==> config.mk <==
export PLATFORM = sky130hd
export DESIGN_NAME = tlb_lru_lookup_insert
export DESIGN_NICKNAME = d
export VERILOG_FILES = /design/src/sv/tlru_pkg.sv /design/src/sv/tlru_lookup_insert.sv /design/src/sv/tlru_front.sv /design/src/sv/tlru_rsp_queue.sv /design/src/sv/tlru_engine.sv
export SDC_FILE = /design/constraint.sdc
export NUM_CORES = 2
export LEC_CHECK = 0
export ABC_AREA = 1
export BUFFER_PORTS_ARGS = -buffer_cell sky130_fd_sc_hd__buf_2
export CAP_MARGIN = 0
export CORE_ASPECT_RATIO = 0.8
export CORE_MARGIN = 2
export CORE_UTILIZATION = 55
export DETAILED_ROUTE_END_ITERATION = 16
export GPL_ROUTABILITY_DRIVEN = 1
export HOLD_SLACK_MARGIN = 0.08
export PLACE_DENSITY_LB_ADDON = 0.12
export SLEW_MARGIN = 20
export SYNTH_ARGS = -nofsm -noshare
export SYNTH_HDL_FRONTEND = slang
export SYNTH_SLANG_ARGS = --single-unit
export TNS_END_PERCENT = 30
==> constraint.sdc <==
create_clock -name clock -period 15.6 [get_ports clock]
set_clock_uncertainty 0.1 [all_clocks]
set_input_delay 0.78 -clock clock [delete_from_list [all_inputs] [get_ports clock]]
set_output_delay 0.78 -clock clock [all_outputs]
set_load 0.05 [all_outputs]
==> src/sv/tlru_pkg.sv <==
// Shared types and constants for the LRU translation buffer.
`timescale 1ns / 1ps
`default_nettype none

package tlru_pkg;

   localparam int PAGE_W      = 32;
   localparam int FRAME_W     = 32;
   localparam int CNT_W       = 32;
   localparam int LIMIT_W     = 5;
   localparam logic [LIMIT_W-1:0] LIMIT_RESET = 5'd16;
   localparam int QDEPTH      = 2;
   localparam int QPTR_W      = 1;
   localparam int QCNT_W      = 2;

   typedef enum logic {
      OP_LOOKUP = 1'b0,
      OP_INSERT = 1'b1
   } op_type;

   typedef enum logic {
      ST_IDLE  = 1'b0,
      ST_APPLY = 1'b1
   } eng_state_type;

   typedef struct packed {
      op_type               op;
      logic [PAGE_W-1:0]    page;
      logic [FRAME_W-1:0]   new_frame;
   } req_type;

   typedef struct packed {
      logic                 hit;
      logic [FRAME_W-1:0]   frame;
      logic [CNT_W-1:0]     hit_total;
      logic [CNT_W-1:0]     miss_total;
   } rsp_type;

   typedef struct packed {
      logic empty;
      logic full;
   } q_stat_type;

endpackage

`default_nettype wire

==> src/sv/tlru_lookup_insert.sv <==
// Top level of the fully associative LRU translation buffer.
`timescale 1ns / 1ps
`default_nettype none

//  Channel   Direction  Handshake             Payload
//  req_      in         push / full           func, page, new_frame
//  rsp_      out        empty / pop           hit, frame, hit_total, miss_total
//  csr_      in         csr_valid / csr_ready entries_in_use limit
//
//  The engine takes each request through a compare state, then an update state.
//  The update state pushes the response; no new request is taken until it is done.
//  Synchronous reset; no clearing pass.
//  A full response queue holds the engine; requests still queue in front.

module tlb_lru_lookup_insert
   import tlru_pkg::*;
#(
   parameter int ENTRIES = 16
)
(
   input  wire                 clock,
   input  wire                 reset,
   input  wire                 req_push,
   output logic                req_full,
   input  wire                 req_func,
   input  wire [PAGE_W-1:0]    req_page,
   input  wire [FRAME_W-1:0]   req_new_frame,
   output logic                rsp_empty,
   input  wire                 rsp_pop,
   output logic                rsp_hit,
   output logic [FRAME_W-1:0]  rsp_frame,
   output logic [CNT_W-1:0]    rsp_hit_total,
   output logic [CNT_W-1:0]    rsp_miss_total,
   input  wire                 csr_valid,
   output logic                csr_ready,
   input  wire [LIMIT_W-1:0]   csr_data
);

   logic [LIMIT_W-1:0]     limit_ff, limit_in;
   q_stat_type             req_stat;
   q_stat_type             rsp_stat;
   req_type                req_head;
   rsp_type                rsp_head;
   rsp_type                eng_rsp;
   logic                   eng_pop;
   logic                   eng_push;

   assign csr_ready = 1'b1;
   assign limit_in  = (csr_valid && csr_ready) ? csr_data : limit_ff;

   always_ff @(posedge clock) begin
      if (reset) begin
         limit_ff <= LIMIT_RESET;
      end else begin
         limit_ff <= limit_in;
      end
   end

   tlru_front u_front (
      .clock     (clock),
      .reset     (reset),
      .push      (req_push),
      .func      (req_func),
      .page      (req_page),
      .new_frame (req_new_frame),
      .pop       (eng_pop),
      .stat      (req_stat),
      .head      (req_head)
   );

   tlru_engine #(
      .ENTRIES (ENTRIES)
   ) u_engine (
      .clock     (clock),
      .reset     (reset),
      .limit     (limit_ff),
      .req_head  (req_head),
      .req_stat  (req_stat),
      .req_pop   (eng_pop),
      .rsp_stat  (rsp_stat),
      .rsp_push  (eng_push),
      .rsp_data  (eng_rsp)
   );

   tlru_rsp_queue u_rsp_queue (
      .clock (clock),
      .reset (reset),
      .push  (eng_push),
      .data  (eng_rsp),
      .pop   (rsp_pop),
      .stat  (rsp_stat),
      .head  (rsp_head)
   );

   assign req_full       = req_stat.full;
   assign rsp_empty      = rsp_stat.empty;
   assign rsp_hit        = rsp_head.hit;
   assign rsp_frame      = rsp_head.frame;
   assign rsp_hit_total  = rsp_head.hit_total;
   assign rsp_miss_total = rsp_head.miss_total;

endmodule

`default_nettype wire

==> src/sv/tlru_front.sv <==
// Request front end: decode and queue incoming requests.
`timescale 1ns / 1ps
`default_nettype none

module tlru_front
   import tlru_pkg::*;
(
   input  wire                 clock,
   input  wire                 reset,
   input  wire                 push,
   input  wire                 func,
   input  wire [PAGE_W-1:0]    page,
   input  wire [FRAME_W-1:0]   new_frame,
   input  wire                 pop,
   output q_stat_type          stat,
   output req_type             head
);

   req_type                slot_ff [QDEPTH];
   logic [QPTR_W-1:0]      rd_ptr_ff, rd_ptr_in;
   logic [QPTR_W-1:0]      wr_ptr_ff, wr_ptr_in;
   logic [QCNT_W-1:0]      cnt_ff, cnt_in;
   logic                   do_push;
   logic                   do_pop;
   req_type                dec;

   always_comb begin
      dec.op        = op_type'(func);
      dec.page      = page;
      dec.new_frame = new_frame;
   end

   assign stat.empty = (cnt_ff == QCNT_W'(0));
   assign stat.full  = (cnt_ff == QCNT_W'(QDEPTH));
   assign do_push    = push && !stat.full;
   assign do_pop     = pop && !stat.empty;
   assign head       = slot_ff[rd_ptr_ff];

   always_comb begin
      rd_ptr_in = do_pop  ? rd_ptr_ff + QPTR_W'(1) : rd_ptr_ff;
      wr_ptr_in = do_push ? wr_ptr_ff + QPTR_W'(1) : wr_ptr_ff;
      cnt_in    = cnt_ff;
      if (do_push && !do_pop) begin
         cnt_in = cnt_ff + QCNT_W'(1);
      end else if (do_pop && !do_push) begin
         cnt_in = cnt_ff - QCNT_W'(1);
      end
   end

   always_ff @(posedge clock) begin
      if (reset) begin
         rd_ptr_ff <= '0;
         wr_ptr_ff <= '0;
         cnt_ff    <= '0;
      end else begin
         rd_ptr_ff <= rd_ptr_in;
         wr_ptr_ff <= wr_ptr_in;
         cnt_ff    <= cnt_in;
      end
   end

   always_ff @(posedge clock) begin
      if (do_push) begin
         slot_ff[wr_ptr_ff] <= dec;
      end
   end

endmodule

`default_nettype wire

==> src/sv/tlru_rsp_queue.sv <==
// Response queue between the lookup engine and the response port.
`timescale 1ns / 1ps
`default_nettype none

module tlru_rsp_queue
   import tlru_pkg::*;
(
   input  wire                 clock,
   input  wire                 reset,
   input  wire                 push,
   input  rsp_type             data,
   input  wire                 pop,
   output q_stat_type          stat,
   output rsp_type             head
);

   rsp_type                slot_ff [QDEPTH];
   logic [QPTR_W-1:0]      rd_ptr_ff, rd_ptr_in;
   logic [QPTR_W-1:0]      wr_ptr_ff, wr_ptr_in;
   logic [QCNT_W-1:0]      cnt_ff, cnt_in;
   logic                   do_push;
   logic                   do_pop;

   assign stat.empty = (cnt_ff == QCNT_W'(0));
   assign stat.full  = (cnt_ff == QCNT_W'(QDEPTH));
   assign do_push    = push && !stat.full;
   assign do_pop     = pop && !stat.empty;
   assign head       = slot_ff[rd_ptr_ff];

   always_comb begin
      rd_ptr_in = do_pop  ? rd_ptr_ff + QPTR_W'(1) : rd_ptr_ff;
      wr_ptr_in = do_push ? wr_ptr_ff + QPTR_W'(1) : wr_ptr_ff;
      cnt_in    = cnt_ff;
      if (do_push && !do_pop) begin
         cnt_in = cnt_ff + QCNT_W'(1);
      end else if (do_pop && !do_push) begin
         cnt_in = cnt_ff - QCNT_W'(1);
      end
   end

   always_ff @(posedge clock) begin
      if (reset) begin
         rd_ptr_ff <= '0;
         wr_ptr_ff <= '0;
         cnt_ff    <= '0;
      end else begin
         rd_ptr_ff <= rd_ptr_in;
         wr_ptr_ff <= wr_ptr_in;
         cnt_ff    <= cnt_in;
      end
   end

   always_ff @(posedge clock) begin
      if (do_push) begin
         slot_ff[wr_ptr_ff] <= data;
      end
   end

endmodule

`default_nettype wire

==> src/sv/tlru_engine.sv <==
// Lookup engine: tag compare, recency update, replacement and counters.
`timescale 1ns / 1ps
`default_nettype none

module tlru_engine
   import tlru_pkg::*;
#(
   parameter int ENTRIES = 16
)
(
   input  wire                 clock,
   input  wire                 reset,
   input  wire [LIMIT_W-1:0]   limit,
   input  req_type             req_head,
   input  q_stat_type          req_stat,
   output logic                req_pop,
   input  q_stat_type          rsp_stat,
   output logic                rsp_push,
   output rsp_type             rsp_data
);

   localparam int RANK_W = (ENTRIES > 1) ? $clog2(ENTRIES) : 1;
   localparam int IDX_W  = RANK_W;
   localparam int OCC_W  = $clog2(ENTRIES + 1);
   localparam int LIM_W  = (OCC_W > LIMIT_W) ? OCC_W : LIMIT_W;

   eng_state_type          state_ff, state_in;

   logic [ENTRIES-1:0]     valid_ff, valid_in;
   logic [RANK_W-1:0]      rank_ff [ENTRIES];
   logic [RANK_W-1:0]      rank_in [ENTRIES];
   logic [PAGE_W-1:0]      page_ff [ENTRIES];
   logic [FRAME_W-1:0]     frame_mem [ENTRIES];
   logic [OCC_W-1:0]       occ_ff, occ_in;
   logic [CNT_W-1:0]       hits_ff, hits_in;
   logic [CNT_W-1:0]       misses_ff, misses_in;

   req_type                cur_ff;
   logic                   hit_ff;
   logic [ENTRIES-1:0]     match_vec_ff;
   logic [RANK_W-1:0]      match_rank_ff;
   logic [ENTRIES-1:0]     victim_vec_ff;
   logic                   evict_ff;
   logic [IDX_W-1:0]       slot_idx_ff;
   logic [FRAME_W-1:0]     rd_frame_ff;

   logic                   take;
   logic                   found;
   logic [IDX_W-1:0]       match_idx;
   logic [ENTRIES-1:0]     match_vec;
   logic [LIM_W-1:0]       lim_eff;
   logic                   evict;
   logic [OCC_W-1:0]       occ_m1;
   logic [ENTRIES-1:0]     victim_vec;
   logic [IDX_W-1:0]       slot_idx;
   logic                   fill_we;

   assign take    = (state_ff == ST_IDLE) && !req_stat.empty && !rsp_stat.full;
   assign req_pop = take;

   // compare all entries against the head request; lowest index wins
   always_comb begin
      found     = 1'b0;
      match_idx = '0;
      match_vec = '0;
      for (int i = ENTRIES - 1; i >= 0; i--) begin
         if (valid_ff[i] && (page_ff[i] == req_head.page)) begin
            found        = 1'b1;
            match_idx    = IDX_W'(i);
            match_vec    = '0;
            match_vec[i] = 1'b1;
         end
      end
   end

   always_comb begin
      lim_eff = LIM_W'(limit);
      if (lim_eff == LIM_W'(0)) begin
         lim_eff = LIM_W'(1);
      end else if (lim_eff > LIM_W'(ENTRIES)) begin
         lim_eff = LIM_W'(ENTRIES);
      end
   end

   assign evict  = (LIM_W'(occ_ff) >= lim_eff);
   assign occ_m1 = occ_ff - OCC_W'(1);

   // the least recent valid entry holds the highest rank, occupancy - 1
   always_comb begin
      for (int i = 0; i < ENTRIES; i++) begin
         victim_vec[i] = evict && valid_ff[i] && (rank_ff[i] == RANK_W'(occ_m1));
      end
   end

   always_comb begin
      slot_idx = '0;
      for (int i = ENTRIES - 1; i >= 0; i--) begin
         if (!(valid_ff[i] && !victim_vec[i])) begin
            slot_idx = IDX_W'(i);
         end
      end
   end

   always_comb begin
      state_in  = state_ff;
      valid_in  = valid_ff;
      rank_in   = rank_ff;
      occ_in    = occ_ff;
      hits_in   = hits_ff;
      misses_in = misses_ff;
      rsp_push  = 1'b0;
      fill_we   = 1'b0;
      unique case (state_ff)
         ST_IDLE: begin
            if (take) begin
               state_in = ST_APPLY;
            end
         end
         ST_APPLY: begin
            state_in = ST_IDLE;
            rsp_push = 1'b1;
            if (hit_ff) begin
               hits_in = hits_ff + CNT_W'(1);
               for (int i = 0; i < ENTRIES; i++) begin
                  if (match_vec_ff[i]) begin
                     rank_in[i] = '0;
                  end else if (valid_ff[i] && (rank_ff[i] < match_rank_ff)) begin
                     rank_in[i] = rank_ff[i] + RANK_W'(1);
                  end
               end
            end else begin
               misses_in = misses_ff + CNT_W'(1);
               if (cur_ff.op == OP_INSERT) begin
                  fill_we = 1'b1;
                  for (int i = 0; i < ENTRIES; i++) begin
                     if (victim_vec_ff[i]) begin
                        valid_in[i] = 1'b0;
                        rank_in[i]  = '0;
                     end else if (valid_ff[i]) begin
                        rank_in[i] = rank_ff[i] + RANK_W'(1);
                     end
                  end
                  valid_in[slot_idx_ff] = 1'b1;
                  rank_in[slot_idx_ff]  = '0;
                  occ_in = evict_ff ? occ_ff : occ_ff + OCC_W'(1);
               end
            end
         end
         default: begin
            state_in = ST_IDLE;
         end
      endcase
   end

   always_comb begin
      rsp_data.hit        = hit_ff;
      rsp_data.frame      = hit_ff ? rd_frame_ff : '0;
      rsp_data.hit_total  = hits_in;
      rsp_data.miss_total = misses_in;
   end

   always_ff @(posedge clock) begin
      if (reset) begin
         state_ff  <= ST_IDLE;
         valid_ff  <= '0;
         occ_ff    <= '0;
         hits_ff   <= '0;
         misses_ff <= '0;
         for (int i = 0; i < ENTRIES; i++) begin
            rank_ff[i] <= '0;
         end
      end else begin
         state_ff  <= state_in;
         valid_ff  <= valid_in;
         occ_ff    <= occ_in;
         hits_ff   <= hits_in;
         misses_ff <= misses_in;
         rank_ff   <= rank_in;
      end
   end

   always_ff @(posedge clock) begin
      if (take) begin
         cur_ff        <= req_head;
         hit_ff        <= found;
         match_vec_ff  <= match_vec;
         match_rank_ff <= rank_ff[match_idx];
         victim_vec_ff <= victim_vec;
         evict_ff      <= evict;
         slot_idx_ff   <= slot_idx;
      end
      if (fill_we) begin
         page_ff[slot_idx_ff] <= cur_ff.page;
      end
   end

   always_ff @(posedge clock) begin
      if (fill_we) begin
         frame_mem[slot_idx_ff] <= cur_ff.new_frame;
      end
      if (take) begin
         rd_frame_ff <= frame_mem[match_idx];
      end
   end

endmodule

`default_nettype wire

## Word-level counts from Yosys, hierarchy flattened

Memories as Yosys holds them, arrays and structs flattened. A register that Yosys moved wholly into a read port is not among the register bits.
Index checks and enable logic that the tools add are counted.

- Register bits after elaboration: 270
- RAM bits: 1348
- Bits of input ports: 75
- Output and inout port bits: 100
- Word-level logic and storage cells: 583
- Memories: 4

Memory list:

| memory | depth | width | read ports | clocked after memory_dff | wr ports | RTL line | text |
|---|---|---|---|---|---|---|---|
| u_engine.frame_mem | 16 | 32 | 1 | 1 | 1 | tlru_engine.sv:33 | `logic [FRAME_W-1:0] frame_mem [ENTRIES];` |
| u_engine.page_ff | 16 | 32 | 16 | 0 | 1 | tlru_engine.sv:32 | `logic [PAGE_W-1:0] page_ff [ENTRIES];` |
| u_rsp_queue.slot_ff | 2 | 97 | 1 | 1 | 1 | tlru_rsp_queue.sv:17 | `rsp_type slot_ff [QDEPTH];` |
| u_front.slot_ff | 2 | 65 | 1 | 1 | 1 | tlru_front.sv:19 | `req_type slot_ff [QDEPTH];` |

- $add $sub $neg: 28
- $lt $le $gt $ge: 23
- Equal/unequal tests: 50
- Multiplexer cells: 259
- Bitwise gates (word level): 8
- Reductions and logical operators: 157

Operators with widths:

| operator | number |
|---|---|
| $mux W4 | 140 |
| $eq A32 B32 Y1 | 16 |
| $mux W32 | 5 |
| $mux W64 | 2 |
| $logic_and A1 B1 Y1 | 92 |
| $mux W1 | 82 |
| $add A32 B1 Y32 const B | 2 |
| $add A4 B1 Y4 const B | 16 |
| $and A64 B64 Y64 | 1 |
| $eq A4 B4 Y1 | 16 |
| $lt A4 B4 Y1 | 16 |
| $not A64 Y64 | 1 |
| $reduce_and A3 Y1 | 17 |
| $ne A3 B3 Y1 const B | 16 |
| $logic_not A1 Y1 | 24 |
| $bmux W4 S4 | 1 |
| $demux W4 S4 | 1 |
| $mux W16 | 1 |
| $or A16 B16 Y16 | 1 |
| $mux W15 | 1 |
| $mux W3 | 5 |
| $mux W5 | 3 |
| $reduce_or A15 Y1 | 1 |
| $mux W14 | 1 |
| 44 further kinds | 64 |

## Depth between registers and ports, before layout

- Word-level depth: 23
- Depth in mapped cells: 32
- Mapped depth without buffers: 30

## Cells and area by module

Synthesis repeated with hierarchy kept, for this count alone.

- Cell total of the unflattened synthesis: 6367
- Area, all modules: 72434.5 sq um

By module, submodules not included:

| module | instances | cells each | area each (sq um) | seq. area each (sq um) |
|---|---|---|---|---|
| tlru_engine | 1 | 5756 | 59704.8 | 37926.4 |
| tlru_rsp_queue | 1 | 339 | 7359.6 | 5925.7 |
| tlru_front | 1 | 239 | 5142.4 | 4003.8 |
| tlb_lru_lookup_insert | 1 | 33 | 227.7 | 100.1 |

## Worst setup path before layout

OpenSTA, ideal clock, no wires.

- Kind: register to register
- From: register u_rsp_queue.cnt_ff[1]
- To: register u_front.cnt_ff[1]
- Library setup time: 0.122 ns
- Arrival: 11.599 ns
- Required time: 15.378 ns
- Path slack: 3.779 ns
- Stages on the path, launching flop included: 10
- Buffers on the path: 0
- Period minus slack after synthesis: 11.821 ns
- Path through: dfxtp_1 inv_1 nor2_1 nor3_1 inv_1 ha_1 a21oi_1 o21ai_0 o21ai_0 a21oi_1

- Word-level cells in the longest chain between the ends: 7
- Elaborated cells on any way between the ends: 9
- Those cells by class: 1 x eq/ne; 1 x mux; 7 x reduce/logical

Ends and longest elaborated chain:

| element | RTL line | text |
|---|---|---|
| start: declaration | tlru_rsp_queue.sv:20 | `logic [QCNT_W-1:0] cnt_ff, cnt_in;` |
| start signal: assignment | tlru_rsp_queue.sv:49 | `cnt_ff <= cnt_in;` |
| $eq A2 B2 Y1 (*) | tlru_rsp_queue.sv:25 | `assign stat.full = (cnt_ff == QCNT_W'(QDEPTH));` |
| $logic_not A1 Y1 (*) | tlru_engine.sv:58 | `assign take = (state_ff == ST_IDLE) && !req_stat.empty && !rsp_stat.full;` |
| $logic_and A1 B1 Y1 (*) | tlru_engine.sv:58 |  |
| via eng_pop | tlru_lookup_insert.sv:45 | `logic eng_pop;` |
| $logic_and A1 B1 Y1 (*) | tlru_front.sv:36 | `assign do_pop = pop && !stat.empty;` |
| $logic_not A1 Y1 | tlru_front.sv:43 | `if (do_push && !do_pop) begin` |
| $logic_and A1 B1 Y1 | tlru_front.sv:43 |  |
| $mux W2 or $reduce_bool A2 Y1 (tied branches) | -- |  |
| end signal: assignment | tlru_front.sv:58 | `cnt_ff <= cnt_in;` |
| end: declaration | tlru_front.sv:22 | `logic [QCNT_W-1:0] cnt_ff, cnt_in;` |

The timed path passes the listed nets; every way through them passes the cells marked *.
A chain may end at the register's enable or synchronous reset.

==> impl_metrics.ini <==
[synth]
synth_cell_types = 61
synth_xor_area_share_pct = 3.60
synth_area_leaders = edfxtp_1, nand2_1, dfxtp_1
synth_top_flop_cell = edfxtp_1
muxShareOfSynthArea_pct = 1.51
synth_fp_nets = 6696
yosys.area_share.simple_pct = 17.8
synth_edf_count = 1487
ys_seq_area_share_pct = 66.2
avgSynthCellArea_sq_um = 11.1
synth_top_area_share_pct = 61.6
netlist_area_sq_um = 72500
syn_inst = 6546
synth_top_family_by_area = simple AND/OR/NAND/NOR gates
synth_compound_area_share_pct = 4.81
yosysTopAreaCell = edfxtp_1
synth.ff_latch_count = 1652
async_flop_share_pct = 0
synth_fa_ha_area_share_pct = 1.29
yosys_warnings = 0

[min_path]
min_path_type = in -> reg
hp-start = req_page[23]

[floorplanning]
core_area_sq_um = 131000
die_h_um = 329
dieArea_sq_um = 135000
num_io_pins = 175
die_w_um = 410
rows = 119
initial_core_util_pct = 55.2

[finish]
drive_gt1_share_pct = 10.2
final_core_util_pct = 61.6
seqCellArea_sq_um = 48000
area_delta_synth_final_pct = 11.6
n_fill_cell = 10429
multi_input_area_sq_um = 21200
n_antenna_cell = 0
num-nets-final = 6917

[pwr]
peakVddDrop_v = 0.000134
p_leak_nw = 30.6
p_per_area_nw_per_um2 = 165

[sta]
setup-tns-final_ns = 0
relSlewSlack_pct = 7.57
worst_pin_slew_ns = 1.39
finalCriticalPeriod_ns = 8.38
finalCritPeriodShare_pct = 53.7
drv_slew = 0
rsz0062_at_grt = no
finalSetupViolCount = 0
fmax_mhz = 119
final_hold_viol_count = 0

[global_routing]
grt_use_total_pct = 32.1
grt_max_degree = 129
grt-ovfl-total = 0
grt_pass1_vias = 47984
antenna_found_initial = 12
grt_pass1_wl_um = 316000

[flow_run]
drv_cap = 0

[run_status]
status = completed

[clock_tree]
cts_tree = built
cts_hold_buf = 61
clkLatencyLatePin_ns = 0.81
clock_sinks = 1652
cts_buffer_depth = 3
cts_root_buf = clkbuf_16
numCtsBuffers = 161
clkTransAtPathRegs_ns = 0.06
cts_resized = 0
cts-htree-levels = 4
post_cts_buffers = 0

[detailed_routing]
viasPerCell = 5.95
drtIter0Drc = 7905
route.detailed.drc = 0
wire_per_inst_um = 25.2
wirelength_um = 218000
drt-pass1-iter-count = 7
vias = 51461
ant_nets = 0

[setup_path]
critPathLaunchType = flop
required_ns = 16.17
arrival_ns = 8.95
cp_max_fo = 128
end_kind = flop
critPathKind = reg -> reg

[placement]
dp_hpwl_um = 129000
port_buffers = 173
gp_congestion = 0.948
## registers in the layout (all words and copies together) (netlist names), 2 cells and up, named ones only
name / cells
u_rsp_queue.cnt_ff: 2
u_engine.match_rank_ff: 4
u_engine.rd_frame_ff: 32
u_engine.match_vec_ff: 16
u_front.slot_ff: 130
u_engine.victim_vec_ff: 16
u_rsp_queue.slot_ff: 194
u_engine.page_ff: 512
limit_ff: 5
u_engine.frame_mem: 512
u_engine.misses_ff: 32
u_engine.valid_ff: 16
u_front.cnt_ff: 2
u_engine.cur_ff: 65
u_engine.occ_ff: 5
u_engine.rank_ff: 64
u_engine.slot_idx_ff: 4
u_engine.hits_ff: 32
## cell type report
cell class,instances,area share [%]
clock inverters,88,1.04
inverters,533,2.48
multi-input cells,4088,26.3
clock buffers,201,5.33
well taps,1754,2.71
repair buffers,331,2.85
flip-flops and latches,1652,59.3
## final timing paths
kind                                             end  slack [ns]  cells past startpoint
setup / recovery  u_engine.rd_frame_ff[10]$_DFFE_PP_        7.22                     23
hold / removal      u_front.slot_ff[1][55]$_DFFE_PP_        0.10                      1
setup reg to reg  u_engine.rd_frame_ff[10]$_DFFE_PP_        7.22                     23
hold reg to reg      u_engine.occ_ff[4]$_SDFFE_PP0P_        0.38                      2
## through the flow
stage / worst slack, ns / total power [W] / std cells / hold WS [ns] / area, sq um
5_1_grt: 6.84 / 0.0137 / 8647 / 0.0886 / 80800
6_report: 7.22 / 0.0133 / 8647 / 0.101 / 80800
3_5_place_dp: 7.26 / 0.00939 / 8293 / 0.371 / 75000
4_1_cts: 7.20 / 0.0133 / 8643 / 0.0832 / 80800
3_3_place_gp: 7.32 / 0.00932 / 8290 / 0.338 / 75000
2_1_floorplan: 3.78 / 0.00802 / 6546 / 0.326 / 72500
## logic make-up (layout without fill, tap and decap cells)
kind of cell	count (synthesis)	in the layout
fa+ha+maj	75	75
simple gates	3046	3046
mux	97	97
xor+xnor	298	298
flops	1652	1652
buf+inv	806	1153
compound gates	571	571
other cells	1	1
## power breakdown
group	total [W]	switching, W	internal, W
Sequential	0.00635	0.000642	0.00571
Clock	0.00389	0.00168	0.00220
Combinational	0.00311	0.00238	0.000736
## worst max-delay path, cell delays in order, from the launching register on
cell	delay, ns
dfxtp_4	0.56
clkinv_2	0.45
buf_4	0.50
nand2_1	0.20
nand2_1	0.63
xor2_1	0.41
nor4_1	0.26
nand2_1	0.10
nor4_1	0.41
nand4_1	0.43
nand2_1	0.18
nand2_1	0.07
nand2_1	0.17
nand2_8	0.47
nand2_8	0.90
buf_4	0.51
buf_16	0.31
buf_4	0.66
nand2_1	0.15
nand2_1	0.10
nand2_1	0.06
nand3_1	0.12
nand3_1	0.11
nand2_1	0.09
## per-layer routing
layer	share of wire (%)	track usage, %
met2	43	47.2
met4	3.5	11.2
met3	13	7.99
met1	40	46.5
met5	0.048	0.563
## Yosys cell counts, drive strengths merged (94+ instances only)
master  instances
a21oi         152
clkbuf         94
nand2        1843
inv           529
nor2          339
nand3         640
mux2           97
buf           179
dfxtp         165
xor2          205
edfxtp       1487
o21ai         184
## cell usage in the layout, fill, tap and decap left out, drive strengths merged, types with 93 or more instances in the layout
master     n
clkbuf   201
inv      531
xnor2     93
nand2   1843
xor2     205
o21ai    184
buf      270
dfxtp    165
edfxtp  1487
mux2      97
nand3    640
a21oi    152
nor2     339
Power figures use the tool's default switching activity.
